$ cat config.mk
export PLATFORM = sky130hd
export DESIGN_NAME = bubble_sort_with_counts_core_flat
export DESIGN_NICKNAME = d
export VERILOG_FILES = /design/src/hw/rtl/bsc_pkg.sv /design/src/hw/rtl/bsc_stream_if.sv /design/src/hw/rtl/bsc_store.sv /design/src/hw/rtl/bubble_sort_with_counts_core.sv /design/src/flat_wrapper.sv
export SDC_FILE = /design/constraint.sdc
export NUM_CORES = 1
export LEC_CHECK = 0
export ABC_CLOCK_PERIOD_IN_PS = 4500
export BUFFER_PORTS_ARGS = -buffer_cell sky130_fd_sc_hd__buf_2
export CORE_UTILIZATION = 65
export CTS_BUF_LIST = sky130_fd_sc_hd__clkbuf_8 sky130_fd_sc_hd__clkbuf_16
export CTS_CLUSTER_DIAMETER = 50
export CTS_CLUSTER_SIZE = 14
export DETAILED_ROUTE_END_ITERATION = 7
export GPL_ROUTABILITY_DRIVEN = 0
export PLACE_DENSITY_LB_ADDON = 0.25
export SETUP_SLACK_MARGIN = 0.1
export SLEW_MARGIN = 20
export SYNTH_ARGS = -nofsm -noshare
export SYNTH_HDL_FRONTEND = slang
export SYNTH_SLANG_ARGS = --single-unit
$ cat constraint.sdc
create_clock -name clk -period 4.5 [get_ports clk]
set_input_delay 0 -clock clk [delete_from_list [all_inputs] [get_ports clk]]
set_output_delay 0 -clock clk [all_outputs]
set_load 0.1 [all_outputs]
$ cat src/hw/rtl/bsc_pkg.sv
// Shared constants and beat payload types for the bubble sort core.
package bsc_pkg;

    // Default capacity of the element store
    localparam int MAX_ELEMENTS_DEF = 64;

    // Width of one element
    localparam int WORD_W = 32;

    // Width of the comparison and exchange counts
    localparam int COUNT_W = 11;

    // Input beat: one element, marked on the last one of a set
    typedef struct packed {
        logic signed [WORD_W-1:0] element;
        logic                     final_element;
    } in_item_t;

    // Output beat: one sorted element with the sort statistics
    typedef struct packed {
        logic signed [WORD_W-1:0] sorted_value;
        logic                     end_of_set;
        logic [COUNT_W-1:0]       comparisons;
        logic [COUNT_W-1:0]       exchanges;
        logic                     overflowed;
    } out_item_t;

endpackage

$ cat src/hw/rtl/bsc_stream_if.sv
// Valid/ready stream channel carrying one payload per beat.
interface bsc_stream_if #(
    parameter type payload_t = logic
);
    logic     valid;
    logic     ready;
    payload_t payload;

    modport source (output valid, output payload, input ready);
    modport sink   (input valid, input payload, output ready);
endinterface

$ cat src/hw/rtl/bsc_store.sv
// Element store: one write port, one read port, registered read data.
module bsc_store #(
    parameter int DEPTH = bsc_pkg::MAX_ELEMENTS_DEF,
    localparam int AW   = (DEPTH > 1) ? $clog2(DEPTH) : 1
) (
    input  logic                        clk,
    input  logic                        we,
    input  logic [AW-1:0]               waddr,
    input  logic [bsc_pkg::WORD_W-1:0]  wdata,
    input  logic                        re,
    input  logic [AW-1:0]               raddr,
    output logic [bsc_pkg::WORD_W-1:0]  rdata
);

    logic [bsc_pkg::WORD_W-1:0] mem_array [DEPTH];
    logic [bsc_pkg::WORD_W-1:0] rdata_reg;

    // Write port
    always_ff @(posedge clk)
    begin
        if (we)
        begin
            mem_array[waddr] <= wdata;
        end
    end

    // Read port; data holds until the next read
    always_ff @(posedge clk)
    begin
        if (re)
        begin
            rdata_reg <= mem_array[raddr];
        end
    end

    assign rdata = rdata_reg;

endmodule

$ cat src/hw/rtl/bubble_sort_with_counts_core.sv
// Bubble sort core: loads a set, sorts it in place in memory, streams it out.
//
//  channel      dir  payload                                        beat taken when
//  in_stream    in   element, final_element                         valid && ready
//  out_stream   out  sorted_value, end_of_set, comparisons,         valid && ready
//                    exchanges, overflowed
//
// Loading writes each element into the store while it has room. The sort does
// one compare per cycle through the single read/write port pair of the store,
// plus a tail write and a restart read per pass. Output then streams one beat
// per cycle while out_stream is ready.
// in_stream is ready only while loading; out_stream may stall at any beat.
// Reset returns to loading with an empty set; the store itself is not cleared.
module bubble_sort_with_counts_core #(
    parameter int MAX_ELEMENTS = bsc_pkg::MAX_ELEMENTS_DEF
) (
    input  logic          clk,
    input  logic          rst_n,
    bsc_stream_if.sink    in_stream,
    bsc_stream_if.source  out_stream
);

    localparam int AW = (MAX_ELEMENTS > 1) ? $clog2(MAX_ELEMENTS) : 1;
    localparam int CW = $clog2(MAX_ELEMENTS + 1);
    localparam int WW = bsc_pkg::WORD_W;
    localparam int NW = bsc_pkg::COUNT_W;

    // Sequencer states
    localparam logic [2:0] S_LOAD = 3'd0;
    localparam logic [2:0] S_RD0  = 3'd1;
    localparam logic [2:0] S_RD1  = 3'd2;
    localparam logic [2:0] S_CMP  = 3'd3;
    localparam logic [2:0] S_TAIL = 3'd4;
    localparam logic [2:0] S_OUT  = 3'd5;

    logic [2:0]    state_reg,     state_next;
    logic [CW-1:0] count_reg,     count_next;
    logic          ovf_reg,       ovf_next;
    logic [NW-1:0] cmp_reg,       cmp_next;
    logic [NW-1:0] xch_reg,       xch_next;
    logic [AW-1:0] last_reg,      last_next;
    logic [AW-1:0] idx_reg,       idx_next;
    logic [CW-1:0] k_reg,         k_next;
    logic          a_valid_reg,   a_valid_next;
    logic          a_last_reg,    a_last_next;
    logic          out_valid_reg, out_valid_next;
    logic [WW-1:0] carry_reg,     carry_next;

    bsc_pkg::out_item_t out_item_reg, out_item_next;
    bsc_pkg::in_item_t  in_item;

    logic          mem_we;
    logic [AW-1:0] mem_waddr;
    logic [WW-1:0] mem_wdata;
    logic          mem_re;
    logic [AW-1:0] mem_raddr;
    logic [WW-1:0] mem_rdata;

    logic          store_full;
    logic [CW-1:0] n_final;
    logic [AW-1:0] idx_inc;
    logic          swap;
    logic          move;
    logic          issue;

    assign in_item = in_stream.payload;

    bsc_store #(
        .DEPTH (MAX_ELEMENTS)
    ) u_store (
        .clk   (clk),
        .we    (mem_we),
        .waddr (mem_waddr),
        .wdata (mem_wdata),
        .re    (mem_re),
        .raddr (mem_raddr),
        .rdata (mem_rdata)
    );

    // Handshake outputs
    assign in_stream.ready    = (state_reg == S_LOAD);
    assign out_stream.valid   = out_valid_reg;
    assign out_stream.payload = out_item_reg;

    // Datapath helpers
    assign store_full = (count_reg == CW'(MAX_ELEMENTS));
    assign n_final    = store_full ? count_reg : (count_reg + CW'(1));
    assign idx_inc    = idx_reg + AW'(1);
    assign swap       = ($signed(carry_reg) > $signed(mem_rdata));
    assign move       = a_valid_reg && (!out_valid_reg || out_stream.ready);
    assign issue      = (state_reg == S_OUT) && (k_reg < count_reg)
                        && (!a_valid_reg || move);

    // Sequencer and memory port control
    always_comb
    begin
        state_next     = state_reg;
        count_next     = count_reg;
        ovf_next       = ovf_reg;
        cmp_next       = cmp_reg;
        xch_next       = xch_reg;
        last_next      = last_reg;
        idx_next       = idx_reg;
        k_next         = k_reg;
        a_valid_next   = a_valid_reg;
        a_last_next    = a_last_reg;
        out_valid_next = out_valid_reg;
        carry_next     = carry_reg;
        out_item_next  = out_item_reg;
        mem_we         = 1'b0;
        mem_waddr      = '0;
        mem_wdata      = '0;
        mem_re         = 1'b0;
        mem_raddr      = '0;

        unique case (state_reg)
            S_LOAD:
            begin
                if (in_stream.valid)
                begin
                    if (!store_full)
                    begin
                        mem_we     = 1'b1;
                        mem_waddr  = count_reg[AW-1:0];
                        mem_wdata  = in_item.element;
                        count_next = count_reg + CW'(1);
                    end
                    else
                    begin
                        ovf_next = 1'b1;
                    end
                    if (in_item.final_element)
                    begin
                        cmp_next = '0;
                        xch_next = '0;
                        k_next   = '0;
                        if (n_final >= CW'(2))
                        begin
                            last_next  = AW'(n_final - CW'(1));
                            state_next = S_RD0;
                        end
                        else
                        begin
                            state_next = S_OUT;
                        end
                    end
                end
            end

            S_RD0:
            begin
                mem_re     = 1'b1;
                mem_raddr  = '0;
                state_next = S_RD1;
            end

            // First element of the pass arrives; fetch the second
            S_RD1:
            begin
                carry_next = mem_rdata;
                mem_re     = 1'b1;
                mem_raddr  = AW'(1);
                idx_next   = '0;
                state_next = S_CMP;
            end

            // Carry holds the running maximum of the pass
            S_CMP:
            begin
                cmp_next  = cmp_reg + NW'(1);
                mem_we    = 1'b1;
                mem_waddr = idx_reg;
                if (swap)
                begin
                    xch_next  = xch_reg + NW'(1);
                    mem_wdata = mem_rdata;
                end
                else
                begin
                    mem_wdata  = carry_reg;
                    carry_next = mem_rdata;
                end
                if (idx_inc == last_reg)
                begin
                    state_next = S_TAIL;
                end
                else
                begin
                    idx_next  = idx_inc;
                    mem_re    = 1'b1;
                    mem_raddr = idx_inc + AW'(1);
                end
            end

            // Park the maximum at the end of the pass, restart at the front unless it was the last pass
            S_TAIL:
            begin
                mem_we    = 1'b1;
                mem_waddr = last_reg;
                mem_wdata = carry_reg;
                last_next = last_reg - AW'(1);
                if (last_reg == AW'(1))
                begin
                    state_next = S_OUT;
                end
                else
                begin
                    mem_re     = 1'b1;
                    mem_raddr  = '0;
                    state_next = S_RD1;
                end
            end

            // Read data register acts as the stage ahead of the output register
            S_OUT:
            begin
                if (issue)
                begin
                    mem_re      = 1'b1;
                    mem_raddr   = k_reg[AW-1:0];
                    k_next      = k_reg + CW'(1);
                    a_last_next = ((k_reg + CW'(1)) == count_reg);
                end
                if (issue)
                begin
                    a_valid_next = 1'b1;
                end
                else if (move)
                begin
                    a_valid_next = 1'b0;
                end
                if (out_valid_reg && out_stream.ready && out_item_reg.end_of_set)
                begin
                    count_next = '0;
                    ovf_next   = 1'b0;
                    state_next = S_LOAD;
                end
            end

            default:
            begin
                state_next = S_LOAD;
            end
        endcase

        // Output register
        if (move)
        begin
            out_valid_next               = 1'b1;
            out_item_next.sorted_value   = mem_rdata;
            out_item_next.end_of_set     = a_last_reg;
            out_item_next.comparisons    = cmp_reg;
            out_item_next.exchanges      = xch_reg;
            out_item_next.overflowed     = ovf_reg;
        end
        else if (out_stream.ready)
        begin
            out_valid_next = 1'b0;
        end
    end

    // Control registers
    always_ff @(posedge clk or negedge rst_n)
    begin
        if (!rst_n)
        begin
            state_reg     <= S_LOAD;
            count_reg     <= '0;
            ovf_reg       <= 1'b0;
            cmp_reg       <= '0;
            xch_reg       <= '0;
            last_reg      <= '0;
            idx_reg       <= '0;
            k_reg         <= '0;
            a_valid_reg   <= 1'b0;
            a_last_reg    <= 1'b0;
            out_valid_reg <= 1'b0;
        end
        else
        begin
            state_reg     <= state_next;
            count_reg     <= count_next;
            ovf_reg       <= ovf_next;
            cmp_reg       <= cmp_next;
            xch_reg       <= xch_next;
            last_reg      <= last_next;
            idx_reg       <= idx_next;
            k_reg         <= k_next;
            a_valid_reg   <= a_valid_next;
            a_last_reg    <= a_last_next;
            out_valid_reg <= out_valid_next;
        end
    end

    // Payload registers
    always_ff @(posedge clk)
    begin
        carry_reg    <= carry_next;
        out_item_reg <= out_item_next;
    end

    // Checks
    a_no_output_while_loading: assert property (
        @(posedge clk) disable iff (!rst_n)
        (state_reg == S_LOAD) |-> !out_valid_reg && !a_valid_reg
    ) else $error("output pipeline busy while loading");

    a_compare_in_range: assert property (
        @(posedge clk) disable iff (!rst_n)
        (state_reg == S_CMP) |-> (idx_reg < last_reg)
    ) else $error("compare index beyond end of pass");

    a_no_same_entry_access: assert property (
        @(posedge clk) disable iff (!rst_n)
        (mem_we && mem_re) |-> (mem_waddr != mem_raddr)
    ) else $error("read and write to the same store entry");

    a_exchanges_bounded: assert property (
        @(posedge clk) disable iff (!rst_n)
        out_valid_reg |-> (out_item_reg.exchanges <= out_item_reg.comparisons)
    ) else $error("more exchanges than comparisons");

endmodule
$ cat src/flat_wrapper.sv
// flat-port wrapper written by rule: the top's interface ports become plain ports
module bubble_sort_with_counts_core_flat 
#(
    parameter int MAX_ELEMENTS = bsc_pkg::MAX_ELEMENTS_DEF
)
  (clk, rst_n, in_stream_valid, in_stream_payload, in_stream_ready, out_stream_valid, out_stream_payload, out_stream_ready);
  bsc_stream_if in_stream_i ();
  bsc_stream_if out_stream_i ();
  input  logic clk;
  input  logic rst_n;
  input wire logic [$bits(in_stream_i.valid)-1:0] in_stream_valid;
  input wire logic [$bits(in_stream_i.payload)-1:0] in_stream_payload;
  output wire logic [$bits(in_stream_i.ready)-1:0] in_stream_ready;
  output wire logic [$bits(out_stream_i.valid)-1:0] out_stream_valid;
  output wire logic [$bits(out_stream_i.payload)-1:0] out_stream_payload;
  input wire logic [$bits(out_stream_i.ready)-1:0] out_stream_ready;
  assign in_stream_i.valid = in_stream_valid;
  assign in_stream_i.payload = in_stream_payload;
  assign in_stream_ready = in_stream_i.ready;
  assign out_stream_valid = out_stream_i.valid;
  assign out_stream_payload = out_stream_i.payload;
  assign out_stream_i.ready = out_stream_ready;
  bubble_sort_with_counts_core #(.MAX_ELEMENTS(MAX_ELEMENTS)) u_core (.clk(clk), .rst_n(rst_n), .in_stream(in_stream_i), .out_stream(out_stream_i));
endmodule
Yosys cells after proc, flatten, opt, wreduce, memory -nomap -nowiden
Index checks and enable logic that the tools add are counted.
{ "classes": {"reduce_logical": 23, "magnitude_cmp": 2, "eq_ne": 17, "n_addsub": 5, "muxes": 29} }
{ "op_table": {"columns": ["cell", "count"], "rows": [
  ["7-bit two-way mux", 6],
  ["7-bit one-hot mux with 2 select lines", 2],
  ["6-bit two-way mux", 4],
  ["6-bit one-hot mux with 2 select lines", 2],
  ["3-bit two-way mux", 6],
  ["3-bit one-hot mux with 6 select lines", 1],
  ["4-bit AND reduction", 4],
  ["7-bit by 1-bit adder with 7-bit output, second input constant", 2],
  ["6-bit by 1-bit subtractor with 6-bit output, second input constant", 2],
  ["2-bit nonzero test", 5],
  ["2-bit by 1-bit != test with 1-bit output, second input constant", 4],
  ["2-bit != test, second input constant", 4],
  ["7-bit equality test", 1],
  ["7-bit equality test, second input constant", 1],
  ["7-bit by 2-bit >= comparator with 1-bit output, second input constant", 1],
  ["7-bit less-than comparator", 1],
  ["1-bit two-way mux", 7],
  ["6-bit by 1-bit adder with 6-bit output, second input constant", 1],
  ["3-bit by 2-bit equality test with 1-bit output, second input constant", 2],
  ["3-bit equality test, second input constant", 2],
  ["6-bit by 1-bit equality test with 1-bit output, second input constant", 1],
  ["6-bit equality test", 1],
  ["2-bit AND reduction", 3],
  ["1-bit logical AND", 5],
  ["6 further kinds", 8]
]} }
{ "word_totals": {"output_inout_bits": 3, "elab_cells": 87, "register_bits": 35, "in_bits": 5} }

Longest topological paths before layout
Gate-level depths: netlist of run 1.
{ "depth": {"depth_word": 7, "depth_mapped": 11} }

Worst setup path after synthesis of run 1
Ideal clock, no wire load.
{ "synth_path": {"kind": "reg-to-reg", "start": "register u_core.state_reg[0]", "end": "register u_core.last_reg[4]", "path_stages_with_launch": 8, "arrival_time_ns": 2.737, "path_buffers": 2, "slack_ns": 1.634, "period_less_slack_ns": 2.866, "setup_ns": 0.129, "cell_sequence": "dfrtp_1 > clkbuf_1 > nor3_2 > nand2_1 > o41a_1 > buf_6 > a21oi_1 > a31oi_1"} }
{ "synth_between": {"elab_chain_len": 3} }
{ "synth_lines": {"columns": ["element", "line_no", "text"], "rows": [
  ["from (decl)", "bubble_sort_with_counts_core.sv:36", "logic [2:0] state_reg, state_next;"],
  ["from (signal assigned)", "bubble_sort_with_counts_core.sv:281", "state_reg <= state_next;"],
  ["3-bit zero test *", null, null],
  ["net in_stream_ready", "flat_wrapper.sv:13", "output wire logic [$bits(in_stream_i.ready)-1:0] in_stream_ready;"],
  ["2-bit by 1-bit != test with 1-bit output (no source line) (tied with other cells)", null, null],
  ["4-bit AND reduction (no source line)", null, null],
  ["to (signal assigned)", "bubble_sort_with_counts_core.sv:286", "last_reg <= last_next;"],
  ["to (decl)", "bubble_sort_with_counts_core.sv:41", "logic [AW-1:0] last_reg, last_next;"]
]} }
The timed path passes the listed nets; every way through them passes the cells marked *.
A chain may end at the register's enable or synchronous reset.

Worst setup path after layout of run 1
{ "layout_path": {"start": "register u_core.count_reg[1]", "end": "register u_core.k_reg[4]"} }
{ "layout_between": {"elab_chain_len": 5} }
{ "layout_lines": {"columns": ["element", "line_no", "text"], "rows": [
  ["from (decl)", "bubble_sort_with_counts_core.sv:37", "logic [CW-1:0] count_reg, count_next;"],
  ["from (signal assigned)", "bubble_sort_with_counts_core.sv:282", "count_reg <= count_next;"],
  ["7-bit less-than comparator", "bubble_sort_with_counts_core.sv:91", "assign issue = (state_reg == S_OUT) && (k_reg < count_reg)"],
  ["1-bit logical AND", "bubble_sort_with_counts_core.sv:91", null],
  ["1-bit logical AND", "bubble_sort_with_counts_core.sv:92", "&& (!a_valid_reg || move);"],
  ["2-bit by 1-bit != test with 1-bit output (no source line)", null, null],
  ["4-bit AND reduction (no source line)", null, null],
  ["to (signal assigned)", "bubble_sort_with_counts_core.sv:288", "k_reg <= k_next;"],
  ["to (decl)", "bubble_sort_with_counts_core.sv:43", "logic [CW-1:0] k_reg, k_next;"]
]} }
Every way passes these cells.

==> qor.yml, run 1 <==
synth:
  syn_nets: 319
  post-synth-top-area-cell: "dfrtp_1"
  synth_compound_area_frac: 0.198
  synth-edff-count: 2
  yosys.area_share.simple: 0.224
  synthArstFlopShare: 0.943
  yosysWarnings: 0
  synth-xor-area-share: 0.0935
  synth_top_family_by_area: "simple AND/OR/NAND/NOR gates"
  netlist-cell-type-count: 53
  synth_commonest_cells: "nand2_1 (37), o21ai_0 (34), dfrtp_1 (33)"
  yosysMostFrequentCell: "nand2_1"
  syn_inst: 299
  synthAdderAreaFrac: 0.0742
  synth_flop_cell: "dfrtp_1"
  synth_area_sq_um: 2530
  synth_area_per_cell_sq_um: 8.46
  ys_seq_elements: 35
  synth.top_cell.area_share: 0.326
  synth_mux_area_frac: 0.0143
  synthTopCellsByArea: "dfrtp_1 (33%), ha_1 (7.4%), o21ai_0 (6.7%)"
  synth_sequential_area_ratio: 0.350
clock_tree:
  post-cts-setup-buffers: 0
  numCtsBuffers: 5
  post_cts_resized: 0
  cts_hold_buf: 1
  clock_path_buffers: 2
  clk_pin_slew_ns: 0.08
  cts_tree: "done"
  htreeDepth: 2
  insertion_delay_ns: 0.29
  clk_root_buffer_cell: "clkbuf_8"
  clock-sinks: 35
route:
  vias: 2231
  viasPerCell: 6.34
  drt-wirelength-per-cell_microns: 16.3
  drt-initial-drc-count: 220
  finalWirelength_microns: 5730
  ant_nets: 0
  drc: 0
  drt_pass1_iterations: 4
global_routing:
  groute.usage.overall: 0.302
  antenna_found_initial: 0
  grt_max_degree: 34
  grt_pass1_wl_microns: 9740
  grt_overflow: 0
  grt_pass1_vias: 2106
placement:
  dp_cells: 343
  dpl_cell_area_sq_um: 2560
  port_buffers: 7
  dp_hpwl_microns: 4180
hold_path:
  hold_class: "input pin to register"
  hold_end: "u_core.state_reg[2]$_DFFE_PN0P_"
  min_path_cells: 4
  min_from: "in_stream_payload"
critical_path:
  crit_slowest_cell: "a32oi_1"
  reg2reg_from: "u_core.count_reg[1]$_DFFE_PN0P_"
  reg2reg_setup_slack_ns: 1.98
  regToRegEndpoint: "u_core.k_reg[4]$_DFFE_PN0P_"
  crit_family: "compound AO/OA/AOI/OAI gates"
  crit_path_cell_trace: "inv_1 -> ha_1 -> nor2b_1 -> o21ai_0 -> a211o_1 -> a32oi_1 -> o21ai_0 -> o31ai_1"
  max_stage_delay_ns: 0.56
  critPathBufInv: 1
  critPathLaunchType: "register"
  worst-path-max-fanout: 9
  crit_arrival_ns: 2.70
  end_kind: "register"
  ff2ff_path_depth: 8
  crit_top_cell: "o21ai_0"
  required_ns: 4.68
  critPathKind: "register to register"
floorplan:
  rows: 22
  initial_core_util: 0.686
  io_pins: 8
  core_area_sq_um: 3690
  die_w_microns: 64.4
  fp.dieH_microns: 64.4
  die_area_sq_um: 4150
sta:
  tns_ns: 0
  fin_crit_sh: 0.560
  tightest_slew_ns: 0.729
  clock_skew_ns: 0.00561
  rsz0062_at_grt: "false"
  whs_ns: 0.137
  relSlewSlack: 0.510
  slew_viol_final: 0
  finalSetupViolations: 0
  fmax_ghz: 0.396
  hold_violations: 0
  min_period_ns: 2.52
power_and_ir_drop:
  power_density_nw_per_um2: 665
  p_leak_nw: 1.13
  peakVddDrop_mv: 0.382
cells_and_area:
  finish.instance_area_sq_um: 2710
  area_growth_pct: 7.02
  antenna_cells: 0
  instances_no_fill: 352
  fin_nets: 323
  drive_gt1_frac: 0.0789
outcome:
  status: "completed"
flow_run:
  maxCapViolations: 0
## tightest hold or removal path, cell delays in order
cell and delay, ns:
buf_2 0.12, nand2_1 0.09, o2bb2ai_1 0.11, a21oi_1 0.06
## power by group
part           switching (mW)  internal, mW
Clock                   0.117         0.221
Combinational           0.517         0.345
Sequential              0.179         0.422
## layout make-up
class | instances | area (sq um)
Clock buffer | 5 | 68.8
Clock inverter | 3 | 67.6
Fill cell | 290 | 981
Inverter | 14 | 52.6
Multi-Input combinational cell | 239 | 1530
Sequential cell | 35 | 886
Tap cell | 48 | 60.1
Timing Repair Buffer | 8 | 45.0
## layer usage
| layer | GRT usage | vias to the layer above | wire length [microns] |
|---|---|---|---|
| li1 | - | 1073 | - |
| met1 | 0.411 | 1079 | 2590 |
| met2 | 0.486 | 71 | 2740 |
| met3 | 0.0464 | 8 | 329 |
| met4 | 0.103 | 0 | 65 |
| met5 | 0 | - | 0 |
## metrics by stage
stage	utilization	total power, mW	setup WS [ns]
4_1_cts	0.734	1.80	2.03
3_5_place_dp	0.694	1.45	2.12
5_1_grt	0.734	1.94	1.77
2_1_floorplan	-	1.28	1.63
6_report	0.734	1.80	1.98
3_3_place_gp	0.694	1.42	2.20
## layout by cell type (no fill, tap or decap), drive strengths merged, types with 2 or more instances in the layout
cell type / synthesis / routed
o2111ai: 4 / 4
o31ai: 2 / 2
and4: 2 / 2
ha: 15 / 15
edfxtp: 2 / 2
a211oi: 2 / 2
nor2b: 4 / 4
nor2: 23 / 23
nor3: 5 / 5
dfrtp: 33 / 33
o21ai: 36 / 36
clkbuf: 3 / 5
mux2: 2 / 2
and2: 2 / 2
nand2b: 2 / 2
or2: 2 / 2
or3: 3 / 3
a31oi: 6 / 6
inv: 14 / 14
bufinv: 0 / 2
a21oi: 13 / 13
a22o: 2 / 2
xor2: 8 / 8
and3: 10 / 10
o211ai: 3 / 3
buf: 8 / 7
nand3: 16 / 16
o311ai: 2 / 2
nand3b: 2 / 2
xnor2: 19 / 19
nand2: 38 / 38
## how the worst max path moves through the flow
stage                                          end  depth (start not counted)  slack [ns]                            start
floorplan           u_core.last_reg[4]$_DFFE_PN0P_                          7        1.63  u_core.state_reg[0]$_DFFE_PN0P_
global placement    u_core.last_reg[5]$_DFFE_PN0P_                          7        2.20  u_core.count_reg[0]$_DFFE_PN0P_
detailed placement  u_core.last_reg[5]$_DFFE_PN0P_                          7        2.12  u_core.count_reg[0]$_DFFE_PN0P_
CTS                    u_core.k_reg[4]$_DFFE_PN0P_                          8        2.03  u_core.count_reg[1]$_DFFE_PN0P_
global route           u_core.k_reg[4]$_DFFE_PN0P_                          8        1.77  u_core.count_reg[1]$_DFFE_PN0P_
finish                 u_core.k_reg[4]$_DFFE_PN0P_                          8        1.98  u_core.count_reg[1]$_DFFE_PN0P_
## cells by family after synthesis
group / count (synthesis)
xor gates and xnor gates: 27
and+or+nand+nor: 114
AOI/OAI and AO/OA: 80
buffers and inverters: 25
DFF: 35
adders and majority gates: 15
muxes: 3
Note: power is estimated with default switching activity, not from simulation.
==> run 2, diff against run 1 <==
ABC_CLOCK_PERIOD_IN_PS = 2500   (was 4500)
CORE_UTILIZATION = 62   (was 65)
clock period = 2.5 ns   (was 4.5 ns; I/O delays follow)
==> run 2 against run 1 <==
Compared with the run above:
- critical path depth is 1 lower
- count of clock-buffer cells in the layout increased by 1
- clock power rose by 26%
- sequential share of layout area up 0.061 points
- critical path type unchanged
==> qor.yml, run 2 (synthesis results as in run 1) <==
outcome:
  status: "completed"  # unchanged
power_and_ir_drop:
  power_density_nw_per_um2: 1150  # was 665 nW/um^2
  seq_power_share: 0.346  # was 0.333
  peakVddDrop_mv: 0.710  # was 0.382 mV
  power.total_mw: 3.10  # was 1.80 mW
  clkPwrFrac: 0.137  # was 0.188
  p_comb_frac: 0.517  # was 0.479
  p_leak_nw: 1.15  # was 1.13 nW
  swShare: 0.475  # was 0.452
  intPower_mw: 1.63  # was 0.988 mW
  switching_power_mw: 1.48  # was 0.814 mW
global_routing:
  top_usage_layer: "met1"  # was met2
  grtUsageMet2: 0.413  # was 0.486
  grt_pass1_wl_microns: 9600  # was 9740 microns
  grt_util_met3: 0.0431  # was 0.0464
  grt_overflow: 0  # unchanged
  grt_use_met1: 0.436  # was 0.411
  grt_max_degree: 34  # unchanged
  antenna_found_initial: 0  # unchanged
  grt_pass1_vias: 2023  # was 2106
  groute.usage.overall: 0.292  # was 0.302
critical_path:
  crit_slowest_cell: "o41a_2"  # was a32oi_1
  critPathLaunchType: "register"  # unchanged
  crit_family: "compound AO/OA/AOI/OAI gates"  # unchanged
  end_kind: "register"  # unchanged
  crit_arrival_ns: 2.41  # was 2.70 ns
  crit_path_cell_trace: "ha_2 -> and4_1 -> nand2_1 -> xnor2_1 -> o41a_2 -> o221ai_1 -> a31oi_1"  # was inv_1 -> ha_1 -> nor2b_1 -> o21ai_0 -> a211o_1 -> a32oi_1 -> o21ai_0 -> o31ai_1
  critPathKind: "register to register"  # unchanged
  worst-path-max-fanout: 12  # was 9
  critPathBufInv: 0  # was 1
  required_ns: 2.66  # was 4.68 ns
  max_stage_delay_ns: 0.60  # was 0.56 ns
  cp.depth: 7  # was 8
  ff2ff_path_depth: 7  # was 8
placement:
  port_buffers: 7  # unchanged
  dp_cells: 345  # was 343
  dpl_worst_slack_ns: 0.191  # was 2.12 ns
  dp_hpwl_microns: 4150  # was 4180 microns
clock_tree:
  clk_root_buffer_cell: "clkbuf_8"  # unchanged
  clock_path_buffers: 2  # unchanged
  htreeDepth: 2  # unchanged
  clock-sinks: 35  # unchanged
  numCtsBuffers: 5  # unchanged
  insertion_delay_ns: 0.28  # was 0.29 ns
  clk_pin_slew_ns: 0.07  # was 0.08 ns
  cts_tree: "done"  # unchanged
sta:
  tightest_slew_ns: 0.755  # was 0.729 ns
  clock_skew_ns: 0.00571  # was 0.00561 ns
  rsz0062_at_grt: "false"  # unchanged
  fin_crit_sh: 0.901  # was 0.560
  relSlewSlack: 0.493  # was 0.510
  slew_viol_final: 0  # unchanged
  hold_violations: 0  # unchanged
  fmax_ghz: 0.444  # was 0.396 GHz
  tns_ns: 0  # unchanged
  layout_setup_ws_ns: 0.247  # was 1.98 ns
  finalSetupViolations: 0  # unchanged
  whs_ns: 0.126  # was 0.137 ns
  min_period_ns: 2.25  # was 2.52 ns
route:
  drt_pass1_iterations: 4  # unchanged
  finalWirelength_microns: 5590  # was 5730 microns
  drt-initial-drc-count: 240  # was 220
  ant_nets: 0  # unchanged
  drc: 0  # unchanged
  viasPerCell: 6.14  # was 6.34
  vias: 2181  # was 2231
  drt-wirelength-per-cell_microns: 15.7  # was 16.3 microns
flow_run:
  maxCapViolations: 0  # unchanged
hold_path:
  min_path_cells: 4  # unchanged
  hold_class: "input pin to register"  # unchanged
floorplan:
  die_area_sq_um: 4340  # was 4150 sq um
  rows: 22  # unchanged
  core_area_sq_um: 3800  # was 3690 sq um
  initial_core_util: 0.666  # was 0.686
  fp.dieH_microns: 65.9  # was 64.4 microns
  die_w_microns: 65.9  # was 64.4 microns
  io_pins: 8  # unchanged
cells_and_area:
  final_common_cell: "nand2_1"  # unchanged
  antenna_cells: 0  # unchanged
  fin_nets: 326  # was 323
  drive_gt1_frac: 0.0945  # was 0.0789
  area_growth_pct: 6.82  # was 7.02%
  instances_no_fill: 355  # was 352
  final_cell_mix: "nand2_1 (37), o21ai_0 (34), dfrtp_1 (33)"  # unchanged
==> run 2: repair_timing <==
item | 4_1_cts | 5_1_grt
setup buffers | 0 | 1
hold buffers | 1 | 0
gates resized for setup | 0 | 3
endpoints found under the hold margin | 33 | 0
endpoints found under the setup margin | 0 | 6
==> run 2: power groups by stage <==
stage	clock (mW)	sequential, mW	combinational, mW
2_1_floorplan	0	0.995	1.31
3_3_place_gp	0	1.07	1.52
3_5_place_dp	0	1.08	1.57
4_1_cts	0.430	1.07	1.58
5_1_grt	0.453	1.11	1.79
6_report	0.425	1.08	1.60
==> run 2: final timing paths <==
check / start / endpoint / slack [ns]
min in group asynchronous: rst_n / u_core.k_reg[0]$_DFFE_PN0P_ / 0.31
max reg2reg: u_core.count_reg[1]$_DFFE_PN0P_ / u_core.last_reg[5]$_DFFE_PN0P_ / 0.25
max: u_core.count_reg[1]$_DFFE_PN0P_ / u_core.last_reg[5]$_DFFE_PN0P_ / 0.25
max in group asynchronous: rst_n / u_core.last_reg[3]$_DFFE_PN0P_ / 1.71
min reg2reg: u_core.ovf_reg$_DFFE_PN0P_ / u_core.out_stream.payload$_DFFE_PP_ / 0.48
min: out_stream_ready / u_core.a_valid_reg$_DFFE_PN0P_ / 0.13
==> run 2: metal layers <==
metal / wire length (microns) / part of all wire
met5: 0 / 0
met4: 81 / 0.014
met3: 268 / 0.048
met2: 2420 / 0.43
met1: 2820 / 0.50
==> run 2: final cells by class <==
cell class	count	area, sq um
clock buffers	6	82.6
clock inverters	2	8.76
multi-input cells	239	1550
well taps	48	60.1
flip-flops and latches	35	886
fillers	294	1100
inverters	14	52.6
repair buffers	11	67.6
==> run 2: metrics by stage <==
| stage | cell area [sq um] | utilization |
|---|---|---|
| finish | 2700 | 0.711 |
| global placement | 2580 | 0.680 |
| floorplan | 2540 | - |
| detailed placement | 2580 | 0.680 |
| CTS | 2680 | 0.707 |
| global route | 2700 | 0.711 |
==> run 2: tightest hold or removal path: stages <==
cell     delay (ns)
buf_2          0.09
nor2b_1        0.07
o21ai_0        0.16
nand2_1        0.06
==> run 3, diff against run 2 <==
ABC_AREA = 1   (was not set)
==> run 3 against run 2 <==
Compared with the run above:
- synthesized area rose by 3.5%
- clock power rose by 7.3%
- largest cell class unchanged
- die area rose by 3.4%
- non-clock buffer count fell by 1
- critical path depth rose by 8
- register-to-register slack improved by 0.12 ns
- fmax rose by 5.5%
- wire length rose by 1.3%
- via count rose by 9.4%
- flip-flop and latch count did not move
==> qor.yml, run 3 <==
cells_and_area:
  final_util: 0.698  # was 0.711
  final_cell_mix: "nand2_1 (106), nand3_1 (50), inv_1 (45)"  # was nand2_1 (37), o21ai_0 (34), dfrtp_1 (33)
  multiInputGateArea_sq_um: 1520  # was 1550 sq um
  final_common_cell: "nand2_1"  # unchanged
  regArea_sq_um: 886  # unchanged
  nFillCells: 343  # was 294
  finish.instance_area_sq_um: 2810  # was 2700 sq um
  fin_nets: 400  # was 326
  area_growth_pct: 7.50  # was 6.82%
  drive_gt1_frac: 0.118  # was 0.0945
  antenna_cells: 0  # unchanged
clock_tree:
  cts_hold_buf: 2  # was 1
  clock_path_buffers: 2  # unchanged
  clock-sinks: 35  # unchanged
  insertion_delay_ns: 0.29  # was 0.28 ns
  numCtsBuffers: 5  # unchanged
  post_cts_resized: 0  # unchanged
  clk_root_buffer_cell: "clkbuf_8"  # unchanged
  clk_pin_slew_ns: 0.07  # about the same
  post-cts-setup-buffers: 0  # unchanged
  htreeDepth: 2  # unchanged
  cts_tree: "done"  # unchanged
global_routing:
  grt_pass1_vias: 2051  # was 2023
  grt_max_degree: 34  # unchanged
  grt_pass1_wl_microns: 9400  # was 9600 microns
  antenna_found_initial: 0  # unchanged
  groute.usage.overall: 0.285  # was 0.292
  grt_overflow: 0  # unchanged
synth:
  ys_seq_elements: 35  # unchanged
  yosysWarnings: 0  # unchanged
  synthArstFlopShare: 0.943  # unchanged
  post-synth-top-area-cell: "dfrtp_1"  # unchanged
  netlist-cell-type-count: 33  # was 53
  synth_flop_cell: "dfrtp_1"  # unchanged
  synth.top_cell.area_share: 0.315  # was 0.326
  synth_area_sq_um: 2620  # was 2530 sq um
  yosysMostFrequentCell: "nand2_1"  # unchanged
  synth-edff-count: 2  # unchanged
  syn_inst: 367  # was 299
  synth_sequential_area_ratio: 0.338  # was 0.350
  syn_nets: 387  # was 319
  synthTopCellsByArea: "dfrtp_1 (32%), nand2_1 (15%), nand3_1 (9.6%)"  # was dfrtp_1 (33%), ha_1 (7.4%), o21ai_0 (6.7%)
  synth_commonest_cells: "nand2_1 (106), nand3_1 (50), inv_1 (44)"  # was nand2_1 (37), o21ai_0 (34), dfrtp_1 (33)
  synth_area_per_cell_sq_um: 7.13  # was 8.46 sq um
placement:
  dp_hpwl_microns: 4200  # was 4150 microns
  dpl_cell_area_sq_um: 2690  # was 2580 sq um
  port_buffers: 7  # unchanged
route:
  drt_pass1_iterations: 5  # was 4
  drt-wirelength-per-cell_microns: 13.1  # was 15.7 microns
  drc: 0  # unchanged
  ant_nets: 0  # unchanged
  vias: 2385  # was 2181
  drt-initial-drc-count: 261  # was 240
  finalWirelength_microns: 5660  # was 5590 microns
  viasPerCell: 5.53  # was 6.14
critical_path:
  max_stage_delay_ns: 0.41  # was 0.60 ns
  critPathKind: "register to register"  # unchanged
  worst-path-max-fanout: 7  # was 12
  critPathLaunchType: "register"  # unchanged
  crit_top_cell: "nand2_1"
  required_ns: 2.72  # was 2.66 ns
  crit_path_cell_trace: "inv_1 -> ha_1 -> nand2_1 -> inv_1 -> nand3_1 -> inv_1 -> nand2_1 -> nand2_1 -> ha_1 -> nand2_1 -> o21ai_0 -> nand3_1 -> nand2_1 -> nand2_1 -> o21ai_1"  # was ha_2 -> and4_1 -> nand2_1 -> xnor2_1 -> o41a_2 -> o221ai_1 -> a31oi_1
  end_kind: "register"  # unchanged
  crit_slowest_cell: "dfrtp_1"  # was o41a_2
  crit_arrival_ns: 2.36  # was 2.41 ns
power_and_ir_drop:
  peakVddDrop_mv: 0.281  # was 0.710 mV
  intPower_mw: 0.881  # was 1.63 mW
  switching_power_mw: 0.317  # was 1.48 mW
  seq_power_share: 0.501  # was 0.346
  clkPwrFrac: 0.381  # was 0.137
  p_comb_frac: 0.119  # was 0.517
  swShare: 0.265  # was 0.475
  p_leak_nw: 1.46  # was 1.15 nW
  power_density_nw_per_um2: 426  # was 1150 nW/um^2
  power.total_mw: 1.20  # was 3.10 mW
outcome:
  status: "completed"  # unchanged
sta:
  rsz0062_at_grt: "false"  # unchanged
  tns_ns: 0  # unchanged
  clock_skew_ns: 0.00723  # was 0.00571 ns
  relSlewSlack: 0.500  # was 0.493
  slew_viol_final: 0  # unchanged
  finalSetupViolations: 0  # unchanged
  fin_crit_sh: 0.854  # was 0.901
  min_period_ns: 2.14  # was 2.25 ns
  tightest_slew_ns: 0.750  # was 0.755 ns
  hold_violations: 0  # unchanged
  whs_ns: 0.127  # was 0.126 ns
  fmax_ghz: 0.468  # was 0.444 GHz
flow_run:
  maxCapViolations: 0  # unchanged
floorplan:
  io_pins: 8  # unchanged
  rows: 23  # was 22
  die_w_microns: 67.0  # was 65.9 microns
  fp.dieH_microns: 67.0  # was 65.9 microns
  core_area_sq_um: 4030  # was 3800 sq um
  die_area_sq_um: 4490  # was 4340 sq um
  initial_core_util: 0.650  # was 0.666
hold_path:
  hold_class: "input pin to register"  # unchanged
run 3: cell types whose count changed in the layout (fill, tap and decap cells not counted), moves of 8 or more:
cell     change
nor2_1      +11
nand3_1     +34
o21ai_2      +8
o21ai_0     -26
nand2_1     +69
inv_1       +30
xnor2_1     -16
and3_1      -10
run 3: cells by family after synthesis:
family	synth area share
and+or+nand+nor	0.362
adders and majority gates	0.0717
DFF	0.338
AOI/OAI and AO/OA	0.103
xor gates and xnor gates	0.0421
buffers and inverters	0.0827
run 3: power groups by stage:
stage / logic (mW) / registers, mW / clock network (mW)
floorplan: 0.101 / 0.604 / 0
global placement: 0.133 / 0.609 / 0
detailed placement: 0.138 / 0.609 / 0
CTS: 0.141 / 0.599 / 0.472
global route: 0.162 / 0.601 / 0.484
finish: 0.142 / 0.600 / 0.456
run 3: path summary, 6_finish.rpt:
kind	cells after the start	from	to	slack, ns
setup / recovery	15	u_core.count_reg[1]$_DFFE_PN0P_	u_core.last_reg[4]$_DFFE_PN0P_	0.36
hold / removal	5	in_stream_valid	u_core.count_reg[5]$_DFFE_PN0P_	0.13
setup reg to reg	15	u_core.count_reg[1]$_DFFE_PN0P_	u_core.last_reg[4]$_DFFE_PN0P_	0.36
hold reg to reg	0	u_core.a_last_reg$_DFFE_PN0P_	u_core.out_item_reg[23]$_DFFE_PP_	0.47
max in group asynchronous	2	rst_n	u_core.idx_reg[1]$_DFFE_PN0P_	1.70
min in group asynchronous	2	rst_n	u_core.count_reg[5]$_DFFE_PN0P_	0.31
run 3: worst max-delay path: cells and delay by family (launching register included):
kind                       cells  cell delay, ns
buffers and inverters          3            0.33
and+or+nand+nor                8            0.69
AOI/OAI and AO/OA              2            0.23
DFF                            1            0.41
adders and majority gates      2            0.41
run 3: final cells by class:
type                       count  share of cell area
multi-input combinational    278               0.538
sequential                    35               0.315
inverter                      50              0.0667
clock buffer                   7              0.0342
timing repair buffer          10              0.0222
tap                           50              0.0222
clock inverter                 1             0.00133
run 3: metal layers:
layer	up-vias	track usage	wire length, microns
li1	1217	-	-
met1	1087	0.428	2910
met2	75	0.403	2380
met3	6	0.0514	284
met4	0	0.0957	84
met5	-	0	0
run 3: per-stage QoR:
stage | setup slack (ns) | instances
detailed placement | 0.426 | 421
global placement | 0.551 | 421
CTS | 0.403 | 431
floorplan | 0.625 | 367
global route | 0.157 | 431
finish | 0.365 | 431
